[config.mk]
export PLATFORM = sky130hd
export DESIGN_NAME = lahc_acceptance_unit_core
export DESIGN_NICKNAME = d
export VERILOG_FILES = /design/src/lahc_pkg.sv /design/src/lahc_acceptance_unit_core.sv /design/src/lahc_ram.sv
export VERILOG_INCLUDE_DIRS = /design/src /design/src/src
export SDC_FILE = /design/constraint.sdc
export NUM_CORES = 2
export LEC_CHECK = 0
export BUFFER_PORTS_ARGS = -buffer_cell sky130_fd_sc_hd__buf_2
export CAP_MARGIN = 25
export CORE_ASPECT_RATIO = 1.4
export CORE_MARGIN = 4
export CORE_UTILIZATION = 23
export DETAILED_ROUTE_END_ITERATION = 10
export GPL_TIMING_DRIVEN = 0
export PLACE_DENSITY = 0.44
export SYNTH_ARGS = -nofsm -noshare
export SYNTH_HDL_FRONTEND = slang
export SYNTH_SLANG_ARGS = --single-unit
[constraint.sdc]
create_clock -name clk_i -period 8.9 [get_ports clk_i]
set_input_delay 2.225 -clock clk_i [delete_from_list [all_inputs] [get_ports clk_i]]
set_output_delay 2.225 -clock clk_i [all_outputs]
set_load 0.01 [all_outputs]
[src/lahc_acceptance_unit_core_defines.svh]
// Assertion macros for the LAHC acceptance unit.
// Both expect clk_i and rst_ni in the scope of use.
`ifndef LAHC_ACCEPTANCE_UNIT_CORE_DEFINES_SVH
`define LAHC_ACCEPTANCE_UNIT_CORE_DEFINES_SVH

`ifndef SYNTHESIS

`define LAHC_ASSERT(lbl, prop, msg) \
  lbl: assert property (@(posedge clk_i) disable iff (!rst_ni) (prop)) else $error(msg);

`define LAHC_ASSERT_IMPL(lbl, ante, cons, msg) \
  lbl: assert property (@(posedge clk_i) disable iff (!rst_ni) (ante) |-> (cons)) \
    else $error(msg);

`else

`define LAHC_ASSERT(lbl, prop, msg)

`define LAHC_ASSERT_IMPL(lbl, ante, cons, msg)

`endif

`endif

[src/lahc_pkg.sv]
package lahc_pkg;

  localparam int unsigned COST_W    = 48;
  localparam int unsigned HLEN_W    = 7;
  localparam int unsigned LIMIT_W   = 16;
  localparam int unsigned CFG_IDX_W = 1;
  localparam int unsigned CFG_DAT_W = 16;

  // Register indexes on the configuration port
  localparam logic [CFG_IDX_W-1:0] REG_HIST_LENGTH   = 1'b0;
  localparam logic [CFG_IDX_W-1:0] REG_RESTART_LIMIT = 1'b1;

  // Request kinds (tuser on the input stream)
  localparam logic REQ_START = 1'b0;
  localparam logic REQ_CAND  = 1'b1;

  localparam logic [HLEN_W-1:0]  HIST_LENGTH_RST   = 7'd1;
  localparam logic [LIMIT_W-1:0] RESTART_LIMIT_RST = 16'd1000;

  typedef logic [COST_W-1:0] cost_t;

endpackage

[src/lahc_acceptance_unit_core.sv]
// LAHC acceptance unit: late-acceptance judge for an iterated local search.
// Flow: the input transfer registers the item and issues the history RAM read; the commit
//   then registers the result and raises tvalid, and waits while the output is stalled.
//   A new item is taken only after the item in flight has committed (RAM read-modify-write).
// Reset: rst_ni asynchronous, active low; clears control, costs and counters, config to defaults.
//   The history RAM is not cleared; a fill count marks slots not yet written.
`include "lahc_acceptance_unit_core_defines.svh"

module lahc_acceptance_unit_core #(
  parameter int unsigned HIST_DEPTH = 64
) (
  input  logic                            clk_i,
  input  logic                            rst_ni,
  // configuration write port
  input  logic                            cfg_we_i,
  input  logic [lahc_pkg::CFG_IDX_W-1:0]  cfg_idx_i,
  input  logic [lahc_pkg::CFG_DAT_W-1:0]  cfg_data_i,
  // input stream
  input  logic                            s_axis_tvalid_i,
  output logic                            s_axis_tready_o,
  input  logic [lahc_pkg::COST_W-1:0]     s_axis_tdata_i,   // [47:0] cost
  input  logic                            s_axis_tuser_i,   // [0] req_type
  // result stream
  output logic                            m_axis_tvalid_o,
  input  logic                            m_axis_tready_i,
  output logic [2*lahc_pkg::COST_W-1:0]   m_axis_tdata_o,   // [47:0] best_cost,
                                                            // [95:48] current_cost
  output logic [2:0]                      m_axis_tuser_o    // [0] accepted, [1] new_best,
                                                            // [2] restarted
);

  import lahc_pkg::*;

  localparam int unsigned AW   = (HIST_DEPTH > 1) ? $clog2(HIST_DEPTH) : 1;
  localparam int unsigned LW   = $clog2(HIST_DEPTH + 1);
  localparam int unsigned LENW = (LW > HLEN_W) ? LW : HLEN_W;
  localparam logic [LENW-1:0] DEPTH_L = LENW'(HIST_DEPTH);

  // ---------------------------------------------------------------------------
  // Configuration registers
  // ---------------------------------------------------------------------------
  logic [HLEN_W-1:0]  hist_len_q, hist_len_d;
  logic [LIMIT_W-1:0] limit_q, limit_d;

  always_comb begin
    hist_len_d = hist_len_q;
    limit_d    = limit_q;
    if (cfg_we_i) begin
      unique case (cfg_idx_i)
        REG_HIST_LENGTH:   hist_len_d = cfg_data_i[HLEN_W-1:0];
        REG_RESTART_LIMIT: limit_d    = cfg_data_i[LIMIT_W-1:0];
        default: ;
      endcase
    end
  end

  // Ring length in use: zero acts as one, saturates at the RAM depth
  logic [LENW-1:0] hl_ext, ring_len;
  assign hl_ext   = LENW'(hist_len_q);
  assign ring_len = (hl_ext == '0)     ? LENW'(1) :
                    (hl_ext > DEPTH_L) ? DEPTH_L  : hl_ext;

  // ---------------------------------------------------------------------------
  // Search state
  // ---------------------------------------------------------------------------
  cost_t             cur_q, cur_d;
  cost_t             best_q, best_d;
  cost_t             init_q, init_d;
  logic [LIMIT_W-1:0] stale_q, stale_d;
  logic [AW-1:0]     slot_index_q, slot_index_d;
  // Slots below fill_q were written since the last clear. The ring starts at 0
  // after a clear and steps by one, and an empty slot is always written when
  // visited, so the written slots are always a prefix of the ring.
  logic [LW-1:0]     fill_q, fill_d;

  // ---------------------------------------------------------------------------
  // Stage 1: accept, issue the history read, pre-compare against state.
  // State only changes on commit and a new item is only taken with the stage
  // empty, so compares done here still hold at commit.
  // ---------------------------------------------------------------------------
  logic          stg_v_q, stg_v_d;
  logic          stg_kind_q;
  cost_t         stg_cost_q;
  logic [AW-1:0] stg_slot_q;
  logic          stg_lt_best_q;
  logic          stg_lt_cur_q;

  logic          in_xfer;
  logic [AW-1:0] rd_slot;

  assign s_axis_tready_o = !stg_v_q;
  assign in_xfer         = s_axis_tvalid_i && s_axis_tready_o;
  // index beyond a shrunk ring falls back to slot 0
  assign rd_slot = (LENW'(slot_index_q) < ring_len) ? slot_index_q : '0;

  // ---------------------------------------------------------------------------
  // History RAM
  // ---------------------------------------------------------------------------
  logic  ram_we;
  cost_t ram_wdata;
  cost_t ram_rdata;

  lahc_ram #(
    .WIDTH (COST_W),
    .DEPTH (HIST_DEPTH)
  ) u_hist_ram (
    .clk_i   (clk_i),
    .we_i    (ram_we),
    .waddr_i (stg_slot_q),
    .wdata_i (ram_wdata),
    .re_i    (in_xfer),
    .raddr_i (rd_slot),
    .rdata_o (ram_rdata)
  );

  // ---------------------------------------------------------------------------
  // Stage 2: commit. Needs the output register free or draining.
  // ---------------------------------------------------------------------------
  logic           out_v_q, out_v_d;
  logic           out_acc_q, out_acc_d;
  logic           out_nb_q, out_nb_d;
  logic           out_rst_q, out_rst_d;
  cost_t          out_best_q, out_best_d;
  cost_t          out_cur_q, out_cur_d;

  logic           commit;
  logic           slot_vacant;
  cost_t          late;
  logic           c_lt_late, cur_lt_late;
  logic           acc;
  cost_t          cur_upd, best_upd;
  logic           hist_wr;
  logic [LIMIT_W-1:0] stale_inc, stale_upd;
  logic           do_restart;
  logic [LENW-1:0] slot_inc;
  logic [AW-1:0]  slot_nxt;
  logic [LW-1:0]  fill_upd;

  assign commit = stg_v_q && (!out_v_q || m_axis_tready_i);

  assign slot_vacant = LENW'(stg_slot_q) >= LENW'(fill_q);
  assign late        = slot_vacant ? init_q : ram_rdata;
  assign c_lt_late   = stg_cost_q < late;
  assign cur_lt_late = cur_q < late;
  assign acc         = c_lt_late || stg_lt_cur_q;
  assign cur_upd     = acc ? stg_cost_q : cur_q;
  // write history if the new current is below the late value (two parallel compares) or the slot is vacant
  assign hist_wr     = (acc ? c_lt_late : cur_lt_late) || slot_vacant;
  assign best_upd    = stg_lt_best_q ? stg_cost_q : best_q;

  assign stale_inc  = (stale_q == '1) ? stale_q : stale_q + LIMIT_W'(1);
  assign stale_upd  = stg_lt_best_q ? '0 : stale_inc;
  assign do_restart = stale_upd >= limit_q;

  assign slot_inc = LENW'(stg_slot_q) + LENW'(1);
  assign slot_nxt = (slot_inc >= ring_len) ? '0 : slot_inc[AW-1:0];
  assign fill_upd = slot_vacant ? fill_q + LW'(1) : fill_q;

  assign ram_we    = commit && (stg_kind_q == REQ_CAND) && hist_wr;
  assign ram_wdata = cur_upd;

  always_comb begin
    stg_v_d      = stg_v_q;
    cur_d        = cur_q;
    best_d       = best_q;
    init_d       = init_q;
    stale_d      = stale_q;
    slot_index_d = slot_index_q;
    fill_d       = fill_q;
    out_v_d      = out_v_q;
    out_acc_d    = out_acc_q;
    out_nb_d     = out_nb_q;
    out_rst_d    = out_rst_q;
    out_best_d   = out_best_q;
    out_cur_d    = out_cur_q;

    if (m_axis_tready_i) begin
      out_v_d = 1'b0;
    end
    if (in_xfer) begin
      stg_v_d = 1'b1;
    end

    if (commit) begin
      stg_v_d = 1'b0;
      out_v_d = 1'b1;
      if (stg_kind_q == REQ_START) begin
        init_d       = stg_cost_q;
        cur_d        = stg_cost_q;
        best_d       = stg_cost_q;
        stale_d      = '0;
        slot_index_d = '0;
        fill_d       = '0;
        out_acc_d    = 1'b0;
        out_nb_d     = 1'b0;
        out_rst_d    = 1'b0;
        out_best_d   = stg_cost_q;
        out_cur_d    = stg_cost_q;
      end else begin
        best_d    = best_upd;
        out_acc_d = acc;
        out_nb_d  = stg_lt_best_q;
        out_best_d = best_upd;
        if (do_restart) begin
          // fall back to best, history starts over
          cur_d        = best_upd;
          stale_d      = '0;
          slot_index_d = '0;
          fill_d       = '0;
          out_rst_d    = 1'b1;
          out_cur_d    = best_upd;
        end else begin
          cur_d        = cur_upd;
          stale_d      = stale_upd;
          slot_index_d = slot_nxt;
          fill_d       = fill_upd;
          out_rst_d    = 1'b0;
          out_cur_d    = cur_upd;
        end
      end
    end
  end

  always_ff @(posedge clk_i or negedge rst_ni) begin
    if (!rst_ni) begin
      hist_len_q   <= HIST_LENGTH_RST;
      limit_q      <= RESTART_LIMIT_RST;
      cur_q        <= '0;
      best_q       <= '0;
      init_q       <= '0;
      stale_q      <= '0;
      slot_index_q <= '0;
      fill_q       <= '0;
      stg_v_q      <= 1'b0;
      out_v_q      <= 1'b0;
    end else begin
      hist_len_q   <= hist_len_d;
      limit_q      <= limit_d;
      cur_q        <= cur_d;
      best_q       <= best_d;
      init_q       <= init_d;
      stale_q      <= stale_d;
      slot_index_q <= slot_index_d;
      fill_q       <= fill_d;
      stg_v_q      <= stg_v_d;
      out_v_q      <= out_v_d;
    end
  end

  // payload registers, no reset
  always_ff @(posedge clk_i) begin
    if (in_xfer) begin
      stg_kind_q    <= s_axis_tuser_i;
      stg_cost_q    <= s_axis_tdata_i;
      stg_slot_q    <= rd_slot;
      stg_lt_best_q <= s_axis_tdata_i < best_q;
      stg_lt_cur_q  <= s_axis_tdata_i < cur_q;
    end
    out_acc_q  <= out_acc_d;
    out_nb_q   <= out_nb_d;
    out_rst_q  <= out_rst_d;
    out_best_q <= out_best_d;
    out_cur_q  <= out_cur_d;
  end

  assign m_axis_tvalid_o = out_v_q;
  assign m_axis_tdata_o  = {out_cur_q, out_best_q};
  assign m_axis_tuser_o  = {out_rst_q, out_nb_q, out_acc_q};

  // ---------------------------------------------------------------------------
  // Assertions
  // ---------------------------------------------------------------------------
  // ring index never runs ahead of the written prefix
  `LAHC_ASSERT(a_index_in_fill, LW'(slot_index_q) <= fill_q, "slot index beyond fill count")
  // best is never worse than current
  `LAHC_ASSERT(a_best_le_cur, best_q <= cur_q, "best cost above current cost")
  // a restart result reports current equal to best
  `LAHC_ASSERT_IMPL(a_restart_cur, out_v_q && out_rst_q, out_cur_q == out_best_q, "bad restart")
  // a new result only appears from a committing stage
  `LAHC_ASSERT_IMPL(a_out_from_stage, $rose(out_v_q), $past(stg_v_q), "result without item")

endmodule

[src/lahc_ram.sv]
module lahc_ram #(
  parameter int unsigned WIDTH = 48,
  parameter int unsigned DEPTH = 64
) (
  input  logic                                      clk_i,
  input  logic                                      we_i,
  input  logic [((DEPTH > 1) ? $clog2(DEPTH) : 1)-1:0] waddr_i,
  input  logic [WIDTH-1:0]                          wdata_i,
  input  logic                                      re_i,
  input  logic [((DEPTH > 1) ? $clog2(DEPTH) : 1)-1:0] raddr_i,
  output logic [WIDTH-1:0]                          rdata_o
);

  logic [WIDTH-1:0] mem_q [DEPTH];
  logic [WIDTH-1:0] rdata_q;

  always_ff @(posedge clk_i) begin
    if (we_i) begin
      mem_q[waddr_i] <= wdata_i;
    end
    if (re_i) begin
      rdata_q <= mem_q[raddr_i];
    end
  end

  assign rdata_o = rdata_q;

endmodule
## After elaboration in Yosys (flattened, before gate mapping)

Memory sizes are Yosys's and may differ from the RTL's. A register that Yosys moved wholly into a read port is not among the register bits.
Cells that the tools add are included.

| operators by class | value |
|---|---|
| muxes and demuxes | 27 |
| equal/unequal tests | 2 |
| div/mod/pow operators | 0 |
| $mul | 0 |
| $lt $le $gt $ge | 9 |
| reduce and logical (&&, ||, !) cells | 16 |
| shifts and indexed selects | 0 |
| $add $sub $neg | 3 |
| bitwise logic cells | 2 |

Operator list:

| kind | number |
|---|---|
| $mux 48 | 6 |
| $lt 48x48->1 | 4 |
| $mux 16 | 4 |
| $mux 7 | 5 |
| $mux 6 | 4 |
| $add 16x1->16 const B | 1 |
| $eq 16x16->1 const B | 1 |
| $ge 16x16->1 | 1 |
| $mux 1 | 8 |
| $reduce_and 2->1 | 4 |
| $add 6x1->7 const B | 1 |
| $add 7x1->7 const B | 1 |
| $ge 6x7->1 | 1 |
| $ge 7x7->1 | 1 |
| $gt 7x7->1 const B | 1 |
| $logic_not 7->1 | 1 |
| $lt 6x7->1 | 1 |
| $logic_and 1x1->1 | 4 |
| $reduce_bool 2->1 | 2 |
| $logic_or 1x1->1 | 3 |
| $ne 3x1->1 const B | 1 |
| $logic_not 1->1 | 2 |
| $not 1->1 | 2 |

| word-level totals | value |
|---|---|
| memories | 1 |
| bits in latches | 0 |
| memory bits (read-only) | 0 |
| input bits | 71 |
| RAM bits | 3072 |
| word-level logic and storage cells | 80 |
| flip-flop bits (word level) | 354 |

Memory list:

| memory | words | width | read ports | clocked after Yosys merged registers in | write ports | line | text |
|---|---|---|---|---|---|---|---|
| u_hist_ram.mem_q | 64 | 48 | 1 | 1 | 1 | lahc_ram.sv:14 | `logic [WIDTH-1:0] mem_q [DEPTH];` |

## Logic depth before layout (Yosys ltp)

| logic depth | value |
|---|---|
| word-level depth | 9 |
| mapped depth | 22 |

## By module

Synthesis repeated with hierarchy kept, for this count alone.

| unflattened totals | value |
|---|---|
| cell total of the unflattened synthesis | 6975 |
| area, all modules | 138356.4 µm² |

Modules (own cells, without submodules):

| module | area an instance (µm²) | instances | cells each | sequential area each (µm²) |
|---|---|---|---|---|
| lahc_ram | 117597.8 | 1 | 4970 | 93689.9 |
| lahc_acceptance_unit_core | 20758.7 | 1 | 2005 | 9648.0 |

## Worst setup path after synthesis

Ideal clock, no wire load.

| timing | value |
|---|---|
| kind | register to register |
| start point | register stg_slot_q[0] |
| end point | memory u_hist_ram.mem_q[60][0] (enable) |
| arrival time | 7.867 ns |
| stages on the path, launching flop included | 20 |
| slack | 0.520 ns |
| path buffers | 3 |
| period minus slack after synthesis | 8.380 ns |
| cell sequence | edfxtp_1 inv_1 ha_1 nor2b_1 o21ai_2 a21o_1 buf_1 clkbuf_1 mux2i_1 ha_1 a21o_1 a21oi_1 o21ai_1 a221o_1 a2111oi_2 o32ai_1 nor3_1 a31oi_4 buf_2 nor3_1 |

| on the way | value |
|---|---|
| cells in the longest elaborated chain, start to end | 9 |
| elaborated cells between the ends (all ways) | 10 |
| those cells by class | 3 x order compare; 4 x mux; 3 x reduce/logical |

RTL lines:

| element | line | text |
|---|---|---|
| start, declared | lahc_acceptance_unit_core.sv:84 | `logic [AW-1:0] stg_slot_q;` |
| start signal, assigned | lahc_acceptance_unit_core.sv:255 | `stg_slot_q <= rd_slot;` |
| $ge 6x7->1 | lahc_acceptance_unit_core.sv:141 | `assign slot_vacant = LENW'(stg_slot_q) >= LENW'(fill_q);` |
| $mux 48 | lahc_acceptance_unit_core.sv:142 | `assign late = slot_vacant ? init_q : ram_rdata;` |
| $lt 48x48->1 | lahc_acceptance_unit_core.sv:143 | `assign c_lt_late = stg_cost_q < late;` |
| $logic_or 1x1->1 | lahc_acceptance_unit_core.sv:145 | `assign acc = c_lt_late \|\| stg_lt_cur_q;` |
| $mux 1 | lahc_acceptance_unit_core.sv:148 | `assign hist_wr = (acc ? c_lt_late : cur_lt_late) \|\| slot_vacant;` |
| $logic_or 1x1->1 | lahc_acceptance_unit_core.sv:148 |  |
| $logic_and 1x1->1 | lahc_acceptance_unit_core.sv:159 | `assign ram_we = commit && (stg_kind_q == REQ_CAND) && hist_wr;` |
| $mux 1 | lahc_ram.sv:18 | `if (we_i) begin` |
| $mux 1 (not written as such) | lahc_ram.sv:19 | `mem_q[waddr_i] <= wdata_i;` |
| end, declared | lahc_ram.sv:14 |  |

Several ways; a longest one is shown, not always the timed one.

## Final worst setup path

| timing | value |
|---|---|
| start point | register stg_slot_q[0] |
| end point | memory u_hist_ram.mem_q[51][24] (enable) |

Same word-level chain as after synthesis.

==> results by group <==
Final layout
  • Layout cell share with drive strength beyond 1: 0.1882
  • Post-Route Utilization: 0.2818
  • Nets: 10,680
  • Synth-to-layout area growth: 22.16%

Floorplanning
  • Die area: 0.6264 mm^2
  • Chip Height: 934.9 um
  • CORE AREA: 0.6117 mm^2
  • IO Pins: 172
  • Horiz. Die Dim: 670.1 um
  • # rows: 340
  • Initial Util: 0.2307

Timing
  • Worst-Margin Slew: 1.175 ns
  • Clock Skew: 0.05961 ns
  • Period minus WS final: 8.802 ns
  • Final Hold Viols: 0
  • Final slew viol count: 0
  • Final hold slack: 0.4771 ns
  • Final clock period utilization by the worst path: 0.9890
  • RSZ-0062 raised after global routing: false
  • Max frequency: 0.1136 GHz
  • Final setup fails: 0
  • Final worst setup slack: 0.09830 ns
  • Rel. slew slack: 0.2163

Clock network
  • CTS root buffer: clkbuf_16
  • H-Tree Depth: 5
  • Sink Count: 3,474
  • CTS Buf Count: 342
  • Clock Path Buffers: 4
  • Clock-pin slew on the worst setup and hold paths: 0.07 ns
  • CTS tree: yes
  • Hold_buf cts: 0
  • Worst-Skew Late Latency: 0.98 ns

Placed design
  • PortBufs: 171
  • Final HPWL DP: 438.1 mm
  • Pre-CTS WS: -0.1423 ns
  • RD Place Congestion: 0.8964

Synth
  • Post-synthesis cell count: 9,221
  • Top FF cell, synth: edfxtp_1
  • Number of distinct library cells after synthesis: 85
  • Count leader, synth: edfxtp_1
  • Cells taking the most area after synthesis: edfxtp_1 70%, dfrtp_1 3.4%, mux2i_1 3.2%
  • Sequential cell area fraction in the yosys report: 0.7322
  • Synth warn: 0
  • Area of the mapped netlist: 0.1411 mm^2
  • Syn nets: 9,513
  • Number of flops mapped to enable cells by yosys: 3,276
  • Async S/R FF share, synth: 0.05699
  • Commonest cells in the netlist: 3,276 x edfxtp_1, 859 x nand2_1, 604 x a21oi_1
  • Avg Cell Area, Syn: 15.31 um^2
  • Yosys top cell by area: edfxtp_1
  • #FFs+latches synth: 3,474
  • Share of the synthesized area in the top cell type: 0.6970

Job
  • Max-cap violations: 0

Critical path
  • CP Data Required Time: 9.55 ns
  • Reg-to-Reg End: u_hist_ram.mem_q[51][24]
  • Worst setup SP type: flip-flop
  • Worst r2r src: stg_slot_q[0]
  • Worst Path Arrival: 9.45 ns
  • R2R cell count: 23
  • Crit. End Element: flip-flop
  • Max Fanout on Critical Path: 10
  • WS Path Type: flip-flop to flip-flop
  • FF-to-FF setup slack: 0.1 ns

Hold path
  • Worst hold path class: flip-flop to flip-flop
  • Hold path depth: 2
  • Hold Path Sink: init_q[12]
  • Worst Min Path Start: init_q[12]

Pwr
  • Power per cell area: 352.3 mW/mm^2
  • Leakage: 57.43 nW
  • Total power: 60.73 mW
  • VDD IR max: 0.2095 mV

Routing
  • Router iterations before antenna repair: 9
  • Via count: 89,870
  • Post-route ant nets: 0
  • Initial DRC count: 8,798
  • Final wirelength: 569.3 mm
  • Remaining DRCs: 0
  • Wire length per cell: 30.44 um
  • Drt via density: 4.806

GRT
  • Vias in the first global route: 90,250
  • GRT Overall Usage: 0.1753
  • Initial antenna violation count: 35
  • Grt total ovfl: 0
  • First-pass GRT wire length: 768.8 mm
  • Largest net degree at the start of global routing: 95

Outcome
  • Status: finished clean
how the worst max path moves through the flow:
stage	startpoint	endpoint	slack, ns	cells after the start
2_1_floorplan	stg_slot_q[0]	u_hist_ram.mem_q[60][0]	0.52	19
3_3_place_gp	stg_slot_q[0]	u_hist_ram.mem_q[57][24]	-8.85	19
3_5_place_dp	stg_slot_q[0]	u_hist_ram.mem_q[5][17]	-0.14	26
4_1_cts	stg_slot_q[0]	u_hist_ram.mem_q[51][22]	0.01	25
5_1_grt	stg_slot_q[0]	u_hist_ram.mem_q[46][22]	0.14	25
6_report	stg_slot_q[0]	u_hist_ram.mem_q[51][24]	0.1	23
layout make-up:
class                   instances  area [um^2]
fillers                     61940       439300
flip-flops and latches       3474       103300
diodes                         13        32.53
repair buffers                820         9498
inverters                     230        863.3
well taps                    8037        10060
clock buffers                 435         9115
clock inverters               174         1573
plain buffers                 583         2515
multi-input cells            4934        35420
per-stage QoR:
stage / instance area [um^2] / setup TNS (ns) / instances
2_1_floorplan: 141100 / 0 / 9221
3_3_place_gp: 152100 / - / 17430
3_5_place_dp: 161600 / -1.271 / 18070
4_1_cts: 172300 / 0 / 18680
5_1_grt: 172400 / 0 / 18690
6_report: 172400 / 0 / 18700
timing repair:
item | 4_1_cts | 5_1_grt
buffers inserted | 0 | 0
setup endpoints to repair | 30 | 176
endpoints found under the hold margin | 0 | 0
resized for setup | 4 | 1
pin swaps | 0 | 0
critical path, cell delays in order, from the launching register on:
cell and delay (ns):
edfxtp_1 0.53, inv_1 0.32, ha_1 0.30, nor2b_1 0.14, o21ai_2 0.20, a21oi_4 0.50
buf_1 0.31, clkbuf_1 0.70, mux2i_1 0.38, ha_1 0.32, a21oi_1 0.14, o21ai_1 0.11
a221o_1 0.33, a2111oi_2 0.85, o32ai_1 0.30, nor3_1 0.53, a31oi_4 0.24, buf_2 0.38
nor3_2 0.70, buf_4 0.35, buf_6 0.20, buf_6 0.19, buf_6 0.18, buf_6 0.18
where the power goes:
group / switching [mW] / leakage (nW) / internal, mW
registers: 0.655 / 32.1 / 21.9
clock network: 6.54 / 5.19 / 7.87
logic: 17.2 / 20.1 / 6.57
flip-flops by register name (all words and copies together), names as in the netlist:
| signal | count |
|---|---|
| init_q | 48 |
| stg_lt_best_q | 1 |
| stg_cost_q | 48 |
| m_axis_tvalid_o | 1 |
| stg_v_q | 1 |
| out_best_q | 48 |
| fill_q | 7 |
| out_nb_q | 1 |
| hist_len_q | 7 |
| stg_kind_q | 1 |
| u_hist_ram.rdata_o | 48 |
| stg_lt_cur_q | 1 |
| out_cur_q | 48 |
| out_acc_q | 1 |
| stale_q | 16 |
| u_hist_ram.mem_q | 3072 |
| stg_slot_q | 6 |
| cur_q | 48 |
| slot_index_q | 6 |
| out_rst_q | 1 |
| limit_q | 16 |
| best_q | 48 |
cell families after synthesis:
group	share of synthesized area
AOI/OAI and AO/OA	0.1029
xor gates and xnor gates	0.001055
adders and majority gates	0.01959
buffers and inverters	0.02376
DFF	0.7322
muxes	0.06776
and+or+nand+nor	0.05276
cell usage in the layout, fill, tap and decap left out, drive strengths merged, types with 27 or more instances in the layout:
cell type	count
a211o	90
a211oi	95
a21o	55
a21oi	607
a221o	64
a221oi	80
a222oi	34
a22o	51
a311oi	44
a31oi	87
buf	1084
clkbuf	754
clkinv	128
dfrtp	191
edfxtp	3276
ha	221
inv	243
mux2	228
mux2i	456
mux4	108
nand2	861
nand3	132
nand4	32
nor2	223
nor2b	39
nor3	177
nor4	49
nor4b	27
o211ai	139
o21ai	548
o221ai	87
o22ai	169
or3	41
metal layers:
metal / GRT usage / up-vias / part of all wire
met2: 0.3269 / 3552 / 0.53
met3: 0.02313 / 1154 / 0.052
met5: 0 / - / 0.00019
met4: 0.1034 / 16 / 0.069
li1: - / 38530 / -
met1: 0.1880 / 46620 / 0.35
No activity file was read; power rests on OpenSTA's default activity.
